File: config.mk
export PLATFORM = sky130hd
export DESIGN_NAME = timed_alpha_fade_sequencer
export DESIGN_NICKNAME = d
export VERILOG_FILES = /design/src/hdl/tafs_pkg.sv /design/src/hdl/tafs_ctrl.sv /design/src/hdl/tafs_datapath.sv /design/src/hdl/timed_alpha_fade_sequencer.sv
export SDC_FILE = /design/constraint.sdc
export NUM_CORES = 1
export LEC_CHECK = 0
export ABC_AREA = 0
export ABC_CLOCK_PERIOD_IN_PS = 10200
export CORE_MARGIN = 4
export CORE_UTILIZATION = 50
export DETAILED_ROUTE_END_ITERATION = 7
export DONT_BUFFER_PORTS = 1
export GPL_TIMING_DRIVEN = 0
export PLACE_DENSITY = 0.69
export SYNTH_ARGS = -nofsm -noshare
export SYNTH_HDL_FRONTEND = slang
export SYNTH_SLANG_ARGS = --single-unit
File: constraint.sdc
create_clock -name clk -period 10.2 [get_ports clk]
set_clock_uncertainty 0.2 [all_clocks]
set_input_delay 2.04 -clock clk [delete_from_list [all_inputs] [get_ports clk]]
set_output_delay 2.04 -clock clk [all_outputs]
set_load 0.01 [all_outputs]
File: src/hdl/tafs_pkg.sv
package tafs_pkg;

  // timestamp and duration width, arithmetic modulo 2^TIME_W
  localparam int TIME_W = 32;

  // alpha, quotient, divide bit index and product widths
  localparam int ALPHA_W = 8;
  localparam int QUO_W   = 8;
  localparam int BIT_W   = $clog2(QUO_W);
  localparam int PROD_W  = TIME_W + QUO_W;

  // reset duration
  localparam logic [TIME_W-1:0] DEFAULT_DURATION = TIME_W'(1000);
  localparam logic [ALPHA_W-1:0] ALPHA_ZERO = 8'h00;

  // operation codes
  localparam logic [1:0] OP_TICK     = 2'd0;
  localparam logic [1:0] OP_FADE_IN  = 2'd1;
  localparam logic [1:0] OP_FADE_OUT = 2'd2;
  localparam logic [1:0] OP_DEACT    = 2'd3;

  // input beat
  typedef struct packed {
    logic [1:0]  operation;
    logic [31:0] color_argb;
    logic [31:0] fade_length;
    logic [31:0] now_time;
  } item_t;

  // result beat
  typedef struct packed {
    logic [7:0] red_out;
    logic [7:0] green_out;
    logic [7:0] blue_out;
    logic [7:0] alpha_out;
    logic       is_active;
    logic       is_ready;
    logic       overlay_visible;
  } result_t;

  // controller to datapath
  typedef struct packed {
    logic             load_item;
    logic             calc_elapsed;
    logic             load_product;
    logic             div_step;
    logic [BIT_W-1:0] div_bit;
    logic             commit;
  } cmd_t;

  // datapath to controller
  typedef struct packed {
    logic need_div;
    logic out_free;
  } status_t;

endpackage

File: src/hdl/tafs_ctrl.sv
module tafs_ctrl (
  input  logic             clk,
  input  logic             rst_n,
  input  logic             in_valid,
  output logic             in_stall,
  input  tafs_pkg::status_t status,
  output tafs_pkg::cmd_t   cmd
);

  typedef enum logic [4:0] {
    S_IDLE = 5'b00001,
    S_ELAP = 5'b00010,
    S_MUL  = 5'b00100,
    S_DIV  = 5'b01000,
    S_DONE = 5'b10000
  } state_t;

  state_t                     state_r, state_nxt;
  logic [tafs_pkg::BIT_W-1:0] bit_r, bit_nxt;

  // sequencing of one item
  always_comb begin
    state_nxt = state_r;
    bit_nxt   = bit_r;
    cmd       = '0;
    in_stall  = 1'b1;
    cmd.div_bit = bit_r;
    unique case (state_r)
      S_IDLE: begin
        in_stall = 1'b0;
        if (in_valid) begin
          cmd.load_item = 1'b1;
          state_nxt     = S_ELAP;
        end
      end
      S_ELAP: begin
        cmd.calc_elapsed = 1'b1;
        state_nxt        = S_MUL;
      end
      S_MUL: begin
        if (status.need_div) begin
          cmd.load_product = 1'b1;
          bit_nxt          = tafs_pkg::BIT_W'(tafs_pkg::QUO_W - 1);
          state_nxt        = S_DIV;
        end else begin
          state_nxt = S_DONE;
        end
      end
      S_DIV: begin
        cmd.div_step = 1'b1;
        if (bit_r == '0) begin
          state_nxt = S_DONE;
        end else begin
          bit_nxt = bit_r - tafs_pkg::BIT_W'(1);
        end
      end
      S_DONE: begin
        if (status.out_free) begin
          cmd.commit = 1'b1;
          state_nxt  = S_IDLE;
        end
      end
      default: begin
        state_nxt = S_IDLE;
      end
    endcase
  end

  // state registers
  always_ff @(posedge clk) begin
    if (!rst_n) begin
      state_r <= S_IDLE;
      bit_r   <= '0;
    end else begin
      state_r <= state_nxt;
      bit_r   <= bit_nxt;
    end
  end

  // last division step leads to the update
  a_div_end: assert property (@(posedge clk) disable iff (!rst_n)
    (state_r == S_DIV && bit_r == '0) |=> state_r == S_DONE)
    else $error("division did not end in update");

  // items only enter while idle
  a_accept_idle: assert property (@(posedge clk) disable iff (!rst_n)
    cmd.load_item |=> state_r == S_ELAP)
    else $error("accepted item did not start evaluation");

  // nothing is committed without a free output slot
  a_commit_free: assert property (@(posedge clk) disable iff (!rst_n)
    cmd.commit |-> status.out_free)
    else $error("commit while output occupied");

endmodule

File: src/hdl/tafs_datapath.sv
module tafs_datapath (
  input  logic              clk,
  input  logic              rst_n,
  input  tafs_pkg::item_t   in_data,
  input  tafs_pkg::cmd_t    cmd,
  output tafs_pkg::status_t status,
  input  logic              out_stall,
  output logic              out_valid,
  output tafs_pkg::result_t out_data
);

  tafs_pkg::item_t                  item_r;
  logic                             active_r, active_nxt;
  logic                             ready_r, ready_nxt;
  logic [7:0]                       red_r, red_nxt;
  logic [7:0]                       green_r, green_nxt;
  logic [7:0]                       blue_r, blue_nxt;
  logic [tafs_pkg::ALPHA_W-1:0]     alpha_r, alpha_nxt;
  logic [tafs_pkg::ALPHA_W-1:0]     start_r, start_nxt;
  logic [tafs_pkg::ALPHA_W-1:0]     end_r, end_nxt;
  logic [tafs_pkg::TIME_W-1:0]      dur_r, dur_nxt;
  logic [tafs_pkg::TIME_W-1:0]      tstart_r, tstart_nxt;
  logic [tafs_pkg::TIME_W-1:0]      elapsed_r, elapsed_nxt;
  logic                             past_r;
  logic [tafs_pkg::PROD_W-1:0]      rem_r;
  logic [tafs_pkg::QUO_W-1:0]       quo_r;
  logic                             out_valid_r;
  tafs_pkg::result_t                out_data_r, result_nxt;

  logic                             rising;
  logic [tafs_pkg::ALPHA_W-1:0]     span;
  logic [tafs_pkg::PROD_W-1:0]      trial;
  logic [tafs_pkg::ALPHA_W-1:0]     step_dn;
  logic [tafs_pkg::ALPHA_W-1:0]     tick_alpha;

  // elapsed time and fade direction
  assign elapsed_nxt = tafs_pkg::TIME_W'(item_r.now_time) - tstart_r;
  assign rising      = end_r >= start_r;
  assign span        = rising ? (end_r - start_r) : (start_r - end_r);
  assign trial       = tafs_pkg::PROD_W'(dur_r) << cmd.div_bit;

  // status toward the controller
  assign status.need_div = (item_r.operation == tafs_pkg::OP_TICK) && active_r && !past_r;
  assign status.out_free = !out_valid_r || !out_stall;

  // interpolated alpha for a running tick
  assign step_dn    = quo_r + tafs_pkg::ALPHA_W'(rem_r != '0);
  assign tick_alpha = rising ? (start_r + quo_r) : (start_r - step_dn);

  // next architectural state for the item
  always_comb begin
    active_nxt = active_r;
    ready_nxt  = ready_r;
    red_nxt    = red_r;
    green_nxt  = green_r;
    blue_nxt   = blue_r;
    alpha_nxt  = alpha_r;
    start_nxt  = start_r;
    end_nxt    = end_r;
    dur_nxt    = dur_r;
    tstart_nxt = tstart_r;
    unique case (item_r.operation) inside
      tafs_pkg::OP_TICK: begin
        if (active_r) begin
          ready_nxt = past_r;
          alpha_nxt = past_r ? end_r : tick_alpha;
          if (past_r && end_r == tafs_pkg::ALPHA_ZERO) begin
            active_nxt = 1'b0;
          end
        end
      end
      tafs_pkg::OP_FADE_IN, tafs_pkg::OP_FADE_OUT: begin
        ready_nxt  = 1'b0;
        active_nxt = 1'b1;
        red_nxt    = item_r.color_argb[23:16];
        green_nxt  = item_r.color_argb[15:8];
        blue_nxt   = item_r.color_argb[7:0];
        dur_nxt    = tafs_pkg::TIME_W'(item_r.fade_length);
        tstart_nxt = tafs_pkg::TIME_W'(item_r.now_time);
        if (item_r.operation == tafs_pkg::OP_FADE_IN) begin
          start_nxt = item_r.color_argb[31:24];
          end_nxt   = tafs_pkg::ALPHA_ZERO;
        end else begin
          start_nxt = alpha_r;
          end_nxt   = item_r.color_argb[31:24];
        end
      end
      tafs_pkg::OP_DEACT: begin
        active_nxt = 1'b0;
        ready_nxt  = 1'b1;
      end
      default: begin
        active_nxt = active_r;
      end
    endcase
    result_nxt.red_out         = red_nxt;
    result_nxt.green_out       = green_nxt;
    result_nxt.blue_out        = blue_nxt;
    result_nxt.alpha_out       = alpha_nxt;
    result_nxt.is_active       = active_nxt;
    result_nxt.is_ready        = ready_nxt;
    result_nxt.overlay_visible = active_nxt && (alpha_nxt != tafs_pkg::ALPHA_ZERO);
  end

  // item, elapsed time, product and restoring divider
  always_ff @(posedge clk) begin
    if (cmd.load_item) begin
      item_r <= in_data;
    end
    if (cmd.calc_elapsed) begin
      elapsed_r <= elapsed_nxt;
      past_r    <= elapsed_nxt >= dur_r;
    end
    if (cmd.load_product) begin
      rem_r <= tafs_pkg::PROD_W'(elapsed_r) * tafs_pkg::PROD_W'(span);
      quo_r <= '0;
    end else if (cmd.div_step && rem_r >= trial) begin
      rem_r              <= rem_r - trial;
      quo_r[cmd.div_bit] <= 1'b1;
    end
    if (cmd.commit) begin
      out_data_r <= result_nxt;
    end
  end

  // fader state and output valid
  always_ff @(posedge clk) begin
    if (!rst_n) begin
      active_r    <= 1'b0;
      ready_r     <= 1'b0;
      red_r       <= '0;
      green_r     <= '0;
      blue_r      <= '0;
      alpha_r     <= tafs_pkg::ALPHA_ZERO;
      start_r     <= '0;
      end_r       <= '0;
      dur_r       <= tafs_pkg::DEFAULT_DURATION;
      tstart_r    <= '0;
      out_valid_r <= 1'b0;
    end else begin
      if (cmd.commit) begin
        active_r    <= active_nxt;
        ready_r     <= ready_nxt;
        red_r       <= red_nxt;
        green_r     <= green_nxt;
        blue_r      <= blue_nxt;
        alpha_r     <= alpha_nxt;
        start_r     <= start_nxt;
        end_r       <= end_nxt;
        dur_r       <= dur_nxt;
        tstart_r    <= tstart_nxt;
        out_valid_r <= 1'b1;
      end else if (!out_stall) begin
        out_valid_r <= 1'b0;
      end
    end
  end

  assign out_valid = out_valid_r;
  assign out_data  = out_data_r;

  // a committed item always shows a beat
  a_commit_valid: assert property (@(posedge clk) disable iff (!rst_n)
    cmd.commit |=> out_valid_r)
    else $error("committed item produced no beat");

  // visible overlay needs an active fader with nonzero alpha
  a_visible: assert property (@(posedge clk) disable iff (!rst_n)
    (out_valid_r && out_data_r.overlay_visible) |->
      (out_data_r.is_active && out_data_r.alpha_out != tafs_pkg::ALPHA_ZERO))
    else $error("overlay visible while inactive or transparent");

  // deactivate leaves the fader stopped and ready
  a_deact: assert property (@(posedge clk) disable iff (!rst_n)
    (cmd.commit && item_r.operation == tafs_pkg::OP_DEACT) |=> (!active_r && ready_r))
    else $error("deactivate did not stop the fader");

endmodule

File: src/hdl/timed_alpha_fade_sequencer.sv
// sequence: a tick on an active fade that has not reached its duration passes
// through elapsed, multiply, 8 restoring divide steps and update before its result
// beat; other items skip multiply and divide. flow: one item at a time, next
// accepted the cycle after the update, which waits for a free output slot
// reset: synchronous active-low; fader inactive, alpha and colour 0,
// duration 1000, no result pending
module timed_alpha_fade_sequencer (
  input  logic              clk,
  input  logic              rst_n,
  input  logic              in_valid,
  output logic              in_stall,
  input  tafs_pkg::item_t   in_data,
  output logic              out_valid,
  input  logic              out_stall,
  output tafs_pkg::result_t out_data
);

  tafs_pkg::cmd_t    cmd;
  tafs_pkg::status_t status;

  // sequencer
  tafs_ctrl u_ctrl (
    .clk      (clk),
    .rst_n    (rst_n),
    .in_valid (in_valid),
    .in_stall (in_stall),
    .status   (status),
    .cmd      (cmd)
  );

  // fade arithmetic and state
  tafs_datapath u_datapath (
    .clk       (clk),
    .rst_n     (rst_n),
    .in_data   (in_data),
    .cmd       (cmd),
    .status    (status),
    .out_stall (out_stall),
    .out_valid (out_valid),
    .out_data  (out_data)
  );

endmodule

After elaboration in Yosys (flattened, before gate mapping)
Cells that the tools add are included.
{"block": "totals", "ff_bits": 337, "inputBits": 102, "output_inout_bits": 37, "elab_cells": 117}
{"block": "op_classes", "add_sub_neg": 8, "multipliers": 1, "n_lt_le_gt_ge": 5, "eq_ne": 14, "shift": 1, "muxes": 38, "bitwise_logic": 1, "n_reduce_logical": 21}
{"operator": "$mux 40", "n": 2}
{"operator": "$mux 8", "n": 10}
{"operator": "$ge 40x40->1", "n": 1}
{"operator": "$mul 32x8->40", "n": 1}
{"operator": "$reduce_bool 40->1", "n": 1}
{"operator": "$shl 32x3->40", "n": 1}
{"operator": "$sub 40x40->40", "n": 1}
{"operator": "$ge 32x32->1", "n": 1}
{"operator": "$sub 32x32->32", "n": 1}
{"operator": "$pmux 5 s5", "n": 1}
{"operator": "$sub 8x8->8", "n": 3}
{"operator": "$mux 5", "n": 4}
{"operator": "$mux 1", "n": 15}
{"operator": "$add 8x1->8", "n": 1}
{"operator": "$add 8x8->8", "n": 1}
{"operator": "$ge 8x8->1", "n": 1}
{"operator": "$logic_not 8->1", "n": 1}
{"operator": "$ne 2x2->1 const B", "n": 4}
{"operator": "$or 8x8->8", "n": 1}
{"operator": "$reduce_bool 8->1", "n": 1}
{"operator": "$logic_and 1x1->1", "n": 6}
{"operator": "$mux 3", "n": 2}
{"operator": "$pmux 1 s3", "n": 2}
{"operator": "$pmux 3 s2", "n": 1}
{"operator": "other kinds (20)", "n": 26}

Logic depth before layout (Yosys ltp)
Gate-level depths: netlist (run 1).
{"block": "logic_depth", "word_depth": 9, "depth_mapped": 33, "ltp_nobuf": 31}

Hierarchy
Synthesis (run 1) repeated with hierarchy kept, for this count alone.
{"block": "unflattened", "cells_unflattened": 2778, "area_unflattened_um2": 27111.0}
{"mod": "tafs_datapath", "n_inst": 1, "cells_each": 2725, "area_each_um2": 26653.1, "seq_area_each_um2": 8648.3}
{"mod": "tafs_ctrl", "n_inst": 1, "cells_each": 53, "area_each_um2": 457.9, "seq_area_each_um2": 160.2}

Worst setup path after synthesis (run 1)
Ideal clock, no wire load.
{"block": "synth_path", "kind": "register to register", "startpoint": "reg u_datapath.start_r[1] (netlist bit)", "endpoint": "reg u_datapath.rem_r[38] (netlist bit), data pin", "setup_ns": 0.270, "arrival_time_ns": 7.405, "t_required_ns": 9.730, "path_slack_ns": 2.325, "stages_incl_launch_ff": 29, "path_buffers": 2, "synth_period_minus_slack_ns": 7.875, "cell_sequence": "dfxtp_1 > inv_1 > fa_1 > a21o_1 > a2111oi_2 > o41ai_4 > buf_6 > mux2i_1 > o31ai_1 > a21oi_1 > xnor2_1 > clkbuf_1 > and2_1 > fa_1 > fa_1 > fa_1 > inv_1 > fa_1 > inv_1 > ha_1 > a21o_1 > a211o_1 > or4b_1 > a31oi_1 > o41a_1 > o21ai_1 > a221oi_1 > xor2_1 > mux2i_1"}
{"block": "synth_between", "elab_chain_len": 4, "elab_cells_between_ends": 6, "cone_classes": "add/sub: 2; mul: 1; order compare: 1; mux: 2"}
{"item": "start, declared", "line": "tafs_datapath.sv:19", "rtl": "logic [tafs_pkg::ALPHA_W-1:0] start_r, start_nxt;"}
{"item": "start signal, assigned", "line": "tafs_datapath.sv:148", "rtl": "start_r <= start_nxt;"}
{"item": "$sub 8x8->8 / $ge 8x8->1 (equally long branches)", "line": "tafs_datapath.sv:39, tafs_datapath.sv:38"}
{"item": "$mux 8 *", "line": "tafs_datapath.sv:39", "rtl": "assign span = rising ? (end_r - start_r) : (start_r - end_r);"}
{"item": "$mul 32x8->40 *", "line": "tafs_datapath.sv:115", "rtl": "rem_r <= tafs_pkg::PROD_W'(elapsed_r) * tafs_pkg::PROD_W'(span);"}
{"item": "$mux 40 *", "line": "tafs_datapath.sv:114", "rtl": "if (cmd.load_product) begin"}
{"item": "end signal, assigned", "line": "tafs_datapath.sv:115"}
{"item": "end signal, assigned", "line": "tafs_datapath.sv:118", "rtl": "rem_r <= rem_r - trial;"}
{"item": "end, declared", "line": "tafs_datapath.sv:25", "rtl": "logic [tafs_pkg::PROD_W-1:0] rem_r;"}
Mark *: on every way between the ends. The rest lies on a longest branch, timed or not.
A chain may end at the register's enable or synchronous reset.

Worst setup path after layout (run 1)
Ends and elaborated chain as after synthesis.

==> impl_metrics.py, run 1 <==
metrics = {
    "outcome": {
        "status": "completed",
    },
    "clocking": {
        "cts_resized": 0,
        "clk_latency_ps": 560,
        "cts_tree": "yes",
        "clk_path_buf_depth": 3,
        "numCtsBuffers": 35,
        "cts_setup_buffers": 0,
        "cts_hold_buf": 0,
        "htreeDepth": 2,
        "cts_sinks": 337,
        "path_clk_slew_ps": 70,
        "cts_root_buf": "clkbuf_16",
    },
    "synthesis": {
        "synthSimpleGateAreaFrac_pct": 16.09,
        "ys_ff_latch": 337,
        "synth_cell_types": 75,
        "synth_edf_count": 206,
        "synth_common_cells": "nand2_1 (347), inv_1 (296), a21oi_1 (239)",
        "synth_area_leader_cell": "edfxtp_1",
        "async_reset_ff_share_pct": 0,
        "synthMuxAreaShare_pct": 5.056,
        "synth_top_family_by_area": "adder cells",
        "synthesis.instances": 2806,
        "syn_area_um2": 26850,
        "ys.flop_type": "edfxtp_1",
        "syn_avg_cell_area_um2": 9.568,
        "yosys.area_share.adder_pct": 23.31,
        "synth_compound_area_share_pct": 13.31,
        "synth_fp_nets": 3296,
        "yosysTopAreaCellShare_pct": 23.04,
        "yosys-top-cells-area": "edfxtp_1 (23%), fa_1 (14%), dfxtp_1 (9.8%)",
        "synth-xor-area-share_pct": 3.654,
        "ys_warn_count": 0,
        "yosysMostFrequentCell": "nand2_1",
        "synth.yosys.seq_area_share_pct": 32.81,
    },
    "sta": {
        "rsz0062_at_grt": "no",
        "setup_viol": 0,
        "finalHoldWorstSlack_ps": 252.8,
        "timing.fmax_ghz": 0.1046,
        "maxSlewViolCount": 0,
        "min_period_over_period_pct": 93.69,
        "max_slew_margin_pct": 13.83,
        "finalSetupTns_ps": 0,
        "hold_viol_final": 0,
        "finalWorstSetupSlack_ps": 643.3,
        "worst_slew_pin_slew_ps": 1291,
        "period_needed_ps": 9557,
    },
    "layout": {
        "antenna_cells": 0,
        "fin_util_pct": 54.93,
        "fillers": 4725,
        "register_area_um2": 8808,
        "synthToLayoutAreaGrowth_pct": 8.155,
        "multi_input_area_um2": 16510,
        "layout-drive-gt1-share_pct": 4.697,
        "layout.nets": 3337,
    },
    "routing": {
        "drc": 0,
        "first_pass_iters": 6,
        "post_drt_wl_per_cell_um": 20.71,
        "antenna_left": 0,
        "routed_wl_um": 73780,
        "vias": 20810,
        "viasPerCell": 5.842,
        "initialDrtViolationCount": 1626,
    },
    "worst_setup_path": {
        "startpoint": "u_datapath.start_r[1]$_SDFFE_PN0P_",
        "critPathRequiredTime_ps": 10290,
        "slowest_delay_ps": 560,
        "cp.depth": 27,
        "crit_fanout": 10,
        "cp-endpoint": "u_datapath.rem_r[38]$_DFFE_PP_",
        "criticalPathCategory": "register to register",
        "rr_worst_depth": 27,
        "slowest_stage": "dfxtp_1",
        "cp.arrival_ps": 9650,
        "cp_common_cell": "fa_1",
        "rr_endpoint": "u_datapath.rem_r[38]$_DFFE_PP_",
        "critPathLaunchType": "register",
        "end_kind": "register",
        "reg2reg_from": "u_datapath.start_r[1]$_SDFFE_PN0P_",
        "r2r_slack_ps": 640,
        "crit_family": "compound AO/OA/AOI/OAI gates",
        "cp.buffers_inverters": 4,
    },
    "floorplanning": {
        "num_rows": 84,
        "fp.dieH_um": 239.7,
        "die-area_um2": 57470,
        "io_pins": 139,
        "core_um2": 52870,
        "die_x_um": 239.7,
        "start_util_pct": 50.79,
    },
    "run": {
        "cap_viol_max_count": 0,
    },
    "place": {
        "pre_cts_ws_ps": 398.1,
        "place_hpwl_um": 59070,
        "portBuffers": 0,
        "gp_congestion": 0.9721,
    },
    "global_route": {
        "grt-ovfl-total": 0,
        "antenna_found_initial": 1,
        "gr-usage-all-layers_pct": 25.60,
        "grt_pass1_wl_um": 116000,
        "grt_pass1_vias": 20900,
        "grt_max_degree": 39,
    },
    "power": {
        "power.leakage_uw": 0.01183,
        "finalPower_uw": 6693,
        "ir_drop_mv": 0.1638,
        "powerDensity_nw_per_um2": 230.5,
    },
    "hold_path": {
        "hold_class": "register to register",
    },
}
[state kept, by name (all words and copies together) (netlist names), 8 cells and up]
| signal | flops |
|---|---|
| u_datapath.start_r | 8 |
| u_datapath.dur_r | 32 |
| u_datapath.item_r | 98 |
| u_datapath.end_r | 8 |
| u_datapath.rem_r | 40 |
| u_datapath.elapsed_r | 32 |
| u_datapath.tstart_r | 32 |
| u_datapath.green_r | 8 |
| u_datapath.out_data | 35 |
| u_datapath.red_r | 8 |
| u_datapath.blue_r | 8 |
| u_datapath.alpha_r | 8 |
| u_datapath.quo_r | 8 |
[power breakdown]
part	internal (µW)	switching (µW)	leakage [µW]	total, µW
logic	1310	2160	0.00828	3470
registers	1720	144	0.00296	1860
clock network	802	557	0.000600	1360
total	3830	2860	0.0118	6690
[worst min-delay path: stages, from the launching register on]
cell     delay [ps]
dfxtp_1         300
nand2_1          50
a21oi_1          50
[per-stage QoR]
step / std cells / area (µm²)
2_1_floorplan: 2806 / 26850
3_3_place_gp: 3494 / 27710
3_5_place_dp: 3498 / 27800
4_1_cts: 3562 / 29030
5_1_grt: 3562 / 29040
6_report: 3562 / 29040
[kinds of logic (layout without fill, tap and decap cells)]
kind of cell | count (synthesis) | count (layout)
flops | 337 | 337
buf+inv | 409 | 477
simple gates | 881 | 881
compound gates | 573 | 573
xor+xnor | 112 | 112
fa+ha+maj | 388 | 388
mux | 106 | 106
[worst min-delay path by stage]
| stage | startpoint | to | slack, ps | depth (start not counted) |
|---|---|---|---|---|
| floorplan | u_datapath.blue_r[0]$_SDFFE_PN0P_ | u_datapath.blue_r[0]$_SDFFE_PN0P_ | 230 | 2 |
| global placement | u_datapath.red_r[7]$_SDFFE_PN0P_ | u_datapath.red_r[7]$_SDFFE_PN0P_ | 240 | 2 |
| detailed placement | u_datapath.tstart_r[1]$_SDFFE_PN0P_ | u_datapath.tstart_r[1]$_SDFFE_PN0P_ | 250 | 2 |
| CTS | u_datapath.tstart_r[1]$_SDFFE_PN0P_ | u_datapath.tstart_r[1]$_SDFFE_PN0P_ | 250 | 2 |
| global route | u_datapath.tstart_r[28]$_SDFFE_PN0P_ | u_datapath.tstart_r[28]$_SDFFE_PN0P_ | 270 | 2 |
| finish | u_datapath.tstart_r[2]$_SDFFE_PN0P_ | u_datapath.tstart_r[2]$_SDFFE_PN0P_ | 250 | 2 |
[routing by layer]
layer	part of all wire [%]	global-route usage (%)
met1	43	35.37
met2	47	42.19
met5	0	0
met4	3.7	8.461
met3	5.9	3.178
[area by class of cell]
cell class	count	area share, %
clock inverter	15	0.7584
clock buffer	49	3.477
timing repair buffer	4	0.2758
tap	688	2.965
buffer	111	1.482
sequential	337	30.33
multi-input combinational	2060	56.86
inverter	298	3.852
[placed cells by master (no fill, tap or decap), types with 87 or more instances in the layout]
cell type	netlist	routed
dfxtp_1	131	131
fa_1	187	187
nand2_1	347	346
o21ai_0	87	87
nor2_1	126	125
edfxtp_1	206	206
clkbuf_1	95	102
and2_1	139	139
a21oi_1	239	239
ha_1	201	201
inv_1	296	296
(Power assumes the default switching activity.)
==> run 2, diff against run 1 <==
--- a/config.mk
+++ b/config.mk
@@ -12,7 +12,8 @@
 export DETAILED_ROUTE_END_ITERATION = 7
 export DONT_BUFFER_PORTS = 1
 export GPL_TIMING_DRIVEN = 0
-export PLACE_DENSITY = 0.69
+export PLACE_DENSITY_LB_ADDON = 0.08
+export SKIP_LAST_GASP = 1
 export SYNTH_ARGS = -nofsm -noshare
 export SYNTH_HDL_FRONTEND = slang
 export SYNTH_SLANG_ARGS = --single-unit
==> run 2 against run 1 <==
Die area unchanged. Utilization grew 0.20 points. Power grew 1.1%. Critical path depth did not move. Largest power group unchanged. Critical endpoint unchanged. Sequential power is essentially flat. Wire length up 2.4%. Sequential share of layout area down 0.11 points. Highest routed layer is now met5. Cell area rose by 0.36%. Clock power about the same. Largest cell class unchanged.
==> impl_metrics.py, run 2 (synthesized netlist as in run 1, its figures left out) <==
metrics = {
    "routing": {
        "initialDrtViolationCount": 1478,
        "vias": 20700,
        "antenna_left": 0,
        "routed_wl_um": 75540,
        "drc": 0,
        "viasPerCell": 5.790,
        "post_drt_wl_per_cell_um": 21.14,
        "first_pass_iters": 5,
    },
    "power": {
        "power.leakage_uw": 0.01188,
        "powerDensity_nw_per_um2": 232.3,
        "clkPwrFrac_pct": 20.6,
        "p_sw_share_pct": 43.50,
        "seq_power_share_pct": 27.4,
        "ir_drop_mv": 0.1860,
        "internal-power_uw": 3825,
        "combinationalPowerShare_pct": 52.0,
        "p_switching_uw": 2945,
    },
    "layout": {
        "layout-drive-gt1-share_pct": 4.783,
        "synthToLayoutAreaGrowth_pct": 8.547,
        "largest_reg_flops": 98,
        "layout_commonest_cell": "nand2_1",
        "fillers": 4762,
        "final_cell_mix": "nand2_1 (346), inv_1 (296), a21oi_1 (239), edfxtp_1 (206), ha_1 (201)",
        "fin_util_pct": 55.13,
        "top_register": "u_datapath.item_r",
        "layout.nets": 3343,
    },
    "clocking": {
        "numCtsBuffers": 40,
        "htreeDepth": 2,
        "path_clk_slew_ps": 60,
        "cts_hold_buf": 0,
        "cts_sinks": 337,
        "clk_path_buf_depth": 3,
        "cts_tree": "yes",
        "clk_latency_ps": 590,
        "cts_root_buf": "clkbuf_16",
    },
    "hold_path": {
        "min-delay-start": "u_datapath.tstart_r[21]$_SDFFE_PN0P_",
        "holdPathStages": 2,
        "hold_class": "register to register",
    },
    "worst_setup_path": {
        "cp.depth": 27,
        "critPathLaunchType": "register",
        "crit_fanout": 10,
        "startpoint": "u_datapath.start_r[1]$_SDFFE_PN0P_",
        "end_kind": "register",
        "criticalPathCategory": "register to register",
        "cp.buffers_inverters": 4,
        "crit_family": "compound AO/OA/AOI/OAI gates",
        "reg2reg_from": "u_datapath.start_r[1]$_SDFFE_PN0P_",
        "critPathRequiredTime_ps": 10310,
        "cp_common_cell": "fa_1",
        "cp.arrival_ps": 9630,
        "rr_worst_depth": 27,
        "slowest_delay_ps": 570,
        "slowest_stage": "dfxtp_1",
    },
    "sta": {
        "rsz0062_at_grt": "no",
        "setup_viol": 0,
        "worst_slew_pin_slew_ps": 1233,
        "max_slew_margin_pct": 17.70,
        "finalSetupTns_ps": 0,
        "hold_viol_final": 0,
        "period_needed_ps": 9526,
        "maxSlewViolCount": 0,
        "min_period_over_period_pct": 93.39,
        "timing.fmax_ghz": 0.1050,
    },
    "global_route": {
        "antenna_found_initial": 6,
        "grt-ovfl-total": 0,
        "top_usage_layer": "met2",
        "grt_pass1_vias": 20660,
        "grt_pass1_wl_um": 117400,
        "grt_max_degree": 43,
        "grt_use_met2_pct": 41.88,
        "use_met3_pct": 4.778,
        "gr-usage-all-layers_pct": 26.20,
        "grt_use_met1_pct": 36.71,
    },
    "floorplanning": {
        "core_um2": 52870,
        "fp.dieH_um": 239.7,
        "die-area_um2": 57470,
        "num_rows": 84,
        "start_util_pct": 50.79,
        "die_x_um": 239.7,
        "io_pins": 139,
    },
    "run": {
        "cap_viol_max_count": 0,
    },
    "place": {
        "place_hpwl_um": 60880,
        "gp_congestion": 0.9578,
        "portBuffers": 0,
    },
    "outcome": {
        "status": "completed",
    },
}
[run 2: changes by cell type in the layout (fill, tap and decap cells not counted), sizes merged]
cell,change
buf,+1
bufinv,-2
clkbuf,-2
clkinv,+13
diode,+1
inv,+1
[run 2: power groups by stage]
stage	Sequential, µW	Combinational [µW]	Clock [µW]
floorplan	1830	2510	0
global placement	1910	3400	0
detailed placement	1880	3520	0
CTS	1850	3530	1430
global route	1870	3950	1480
finish	1850	3520	1390
[run 2: area by class of cell]
cell class / count / area (µm²) / area share, %
timing repair buffer: 5 / 115.1 / 0.3950
multi-input combinational: 2060 / 16510 / 56.65
clock inverter: 27 / 270.3 / 0.9274
inverter: 298 / 1119 / 3.838
buffer: 111 / 430.4 / 1.477
sequential: 337 / 8808 / 30.22
antenna: 1 / 2.502 / 0.008587
tap: 688 / 860.8 / 2.954
clock buffer: 47 / 1027 / 3.525
[run 2: per-stage QoR]
step	setup slack [ps]	area [µm²]	instances	power, µW	hold WS, ps
2_1_floorplan	2325	26850	2806	4347	233.8
3_3_place_gp	503.7	27710	3494	5310	239.4
3_5_place_dp	431.1	27840	3499	5396	247.2
4_1_cts	414.7	29130	3573	6813	255.2
5_1_grt	114.1	29140	3574	7307	267.8
6_report	674.3	29140	3574	6770	251.3
[run 2: worst min-delay path, cell delays in order (launching register included)]
cell,delay (ps)
dfxtp_1,310
nand2_1,50
a21oi_1,50
[run 2: worst paths after layout]
| kind | end | slack, ps |
|---|---|---|
| min | u_datapath.tstart_r[21]$_SDFFE_PN0P_ | 250 |
| min reg2reg | u_datapath.tstart_r[21]$_SDFFE_PN0P_ | 250 |
| max | u_datapath.rem_r[38]$_DFFE_PP_ | 670 |
| max reg2reg | u_datapath.rem_r[38]$_DFFE_PP_ | 670 |
[run 2: routing by layer]
layer  routed length, µm  share of wire, %
met1               33510                44
met2               34680                46
met3                4845               6.4
met4                2455               3.2
met5                  55             0.073
[run 2: repair_timing]
| item | CTS | global route |
|---|---|---|
| buffers inserted | 0 | 0 |
| endpoints found under the setup margin | 0 | 1 |
| gates resized for setup | 0 | 1 |
==> run 3, diff against run 2 <==
--- a/config.mk
+++ b/config.mk
@@ -6,13 +6,14 @@
 export NUM_CORES = 1
 export LEC_CHECK = 0
 export ABC_AREA = 0
-export ABC_CLOCK_PERIOD_IN_PS = 10200
+export ABC_CLOCK_PERIOD_IN_PS = 9600
 export CORE_MARGIN = 4
 export CORE_UTILIZATION = 50
 export DETAILED_ROUTE_END_ITERATION = 7
 export DONT_BUFFER_PORTS = 1
 export GPL_TIMING_DRIVEN = 0
-export PLACE_DENSITY_LB_ADDON = 0.08
+export PLACE_DENSITY = 0.72
+export SKIP_CTS_REPAIR_TIMING = 1
 export SKIP_LAST_GASP = 1
 export SYNTH_ARGS = -nofsm -noshare
 export SYNTH_HDL_FRONTEND = slang
==> constraint.sdc (replaced) <==
create_clock -name clk -period 9.6 [get_ports clk]
set_clock_uncertainty 0.2 [all_clocks]
set_input_delay 1.92 -clock clk [delete_from_list [all_inputs] [get_ports clk]]
set_output_delay 1.92 -clock clk [all_outputs]
set_load 0.01 [all_outputs]
==> run 3 against run 2 <==
Non-clock buffer count did not move. Critical path depth grew 2. Critical path type unchanged. Wire length is 2.3% lower. Critical endpoint is now u_datapath.rem_r[39]$_DFFE_PP_. Highest routed layer is now met4.
==> impl_metrics.py, run 3 (synthesized netlist as in run 1, its figures left out) <==
metrics = {
    "clocking": {
        "cts_root_buf": "clkbuf_16",
        "cts_tree": "yes",
        "clk_path_buf_depth": 3,
        "numCtsBuffers": 38,
        "cts_sinks": 337,
        "clk_latency_ps": 580,
        "htreeDepth": 2,
        "path_clk_slew_ps": 60,
    },
    "layout": {
        "largest_reg_flops": 98,
        "top_register": "u_datapath.item_r",
        "fillers": 4571,
        "final_cell_mix": "nand2_1 (346), inv_1 (296), a21oi_1 (239), edfxtp_1 (206), ha_1 (201)",
        "layout.nets": 3341,
        "layout_commonest_cell": "nand2_1",
        "stdcell_count": 3571,
        "fin_util_pct": 55.26,
        "synthToLayoutAreaGrowth_pct": 8.808,
        "layout-drive-gt1-share_pct": 5.241,
    },
    "routing": {
        "post_drt_wl_per_cell_um": 20.68,
        "drc": 0,
        "routed_wl_um": 73840,
        "vias": 20930,
        "first_pass_iters": 6,
        "viasPerCell": 5.862,
        "antenna_left": 0,
        "initialDrtViolationCount": 1823,
    },
    "sta": {
        "max_slew_margin_pct": 16.56,
        "min_period_over_period_pct": 96.07,
        "rsz0062_at_grt": "no",
        "timing.fmax_ghz": 0.1084,
        "setup_viol": 0,
        "worst_slew_pin_slew_ps": 1250,
        "maxSlewViolCount": 0,
        "period_needed_ps": 9223,
        "finalSetupTns_ps": 0,
        "hold_viol_final": 0,
    },
    "floorplanning": {
        "die-area_um2": 57470,
        "fp.dieH_um": 239.7,
        "io_pins": 139,
        "start_util_pct": 50.79,
        "num_rows": 84,
        "die_x_um": 239.7,
        "core_um2": 52870,
    },
    "global_route": {
        "gr-usage-all-layers_pct": 25.53,
        "grt_max_degree": 42,
        "grt_pass1_vias": 20830,
        "grt-ovfl-total": 0,
        "grt_pass1_wl_um": 115600,
        "antenna_found_initial": 1,
    },
    "worst_setup_path": {
        "crit_fanout": 10,
        "cp_common_cell": "fa_1",
        "criticalPathCategory": "register to register",
        "slowest_stage": "dfxtp_1",
        "slowest_delay_ps": 570,
        "cp.arrival_ps": 9280,
        "critPathLaunchType": "register",
        "critPathRequiredTime_ps": 9660,
        "end_kind": "register",
    },
    "run": {
        "cap_viol_max_count": 0,
    },
    "place": {
        "gp_congestion": 1.010,
        "portBuffers": 0,
        "place_inst": 3498,
        "place_hpwl_um": 59270,
    },
    "power": {
        "powerDensity_nw_per_um2": 248.5,
        "power.leakage_uw": 0.01193,
        "combinationalPowerShare_pct": 51.4,
        "clkPwrFrac_pct": 21.5,
        "internal-power_uw": 4156,
        "p_sw_share_pct": 42.74,
        "ir_drop_mv": 0.2133,
        "p_switching_uw": 3103,
        "seq_power_share_pct": 27.2,
    },
    "outcome": {
        "status": "completed",
    },
    "hold_path": {
        "hold_class": "register to register",
    },
}
## run 3: through the flow
stage	instance area [µm²]	setup WS [ps]	power, µW	hold WS, ps
floorplan	26850	1725	4619	233.8
global placement	27710	241.0	5542	240.6
detailed placement	27800	123.7	5675	248.0
CTS	29150	39.74	7250	255.9
global route	29210	13.65	7781	276.1
finish	29210	377.3	7259	252.5
## run 3: critical path, delay by kind of cell (launching register included)
kind                     cells  cell delay [ps]
AO/OA/AOI/OAI               12             3400
XOR/XNOR                     1              200
adder cells (fa/ha/maj)      6             2930
buffers and inverters        5              790
flip-flops                   1              570
multiplexers                 1               90
AND/OR/NAND/NOR              4              710
## run 3: area by class of cell
type,count,area (µm²),area share [%]
clock buffer,45,997.2,3.414
tap,688,860.8,2.947
buffer,111,436.7,1.495
clock inverter,25,352.8,1.208
sequential,337,8808,30.15
antenna,2,5.005,0.01713
inverter,298,1119,3.829
timing repair buffer,5,87.58,0.2998
multi-input combinational,2060,16550,56.64
## run 3: layer usage
layer / vias to the layer above / global-route usage, % / wire, µm
met1: 10350 / 34.68 / 31740
met3: 122 / 4.410 / 4789
met5: - / 0 / 0
met4: 0 / 7.986 / 2463
li1: 9718 / - / -
met2: 739 / 42.03 / 34840
## run 3: path summary, 6_finish.rpt
check                                            start                              endpoint  slack (ps)  cells after the start
setup reg to reg    u_datapath.start_r[1]$_SDFFE_PN0P_        u_datapath.rem_r[39]$_DFFE_PP_         380                     29
setup / recovery    u_datapath.start_r[1]$_SDFFE_PN0P_        u_datapath.rem_r[39]$_DFFE_PP_         380                     29
hold / removal    u_datapath.tstart_r[21]$_SDFFE_PN0P_  u_datapath.tstart_r[21]$_SDFFE_PN0P_         250                      2
hold reg to reg   u_datapath.tstart_r[21]$_SDFFE_PN0P_  u_datapath.tstart_r[21]$_SDFFE_PN0P_         250                      2
## run 3: power by group through the flow
stage	logic, µW	clock network, µW	registers, µW
after detailed placement	3680	0	2000
after global routing	4150	1640	1990
after CTS	3700	1580	1970
final	3730	1560	1970
after floorplan	2670	0	1950
after global placement	3520	0	2030
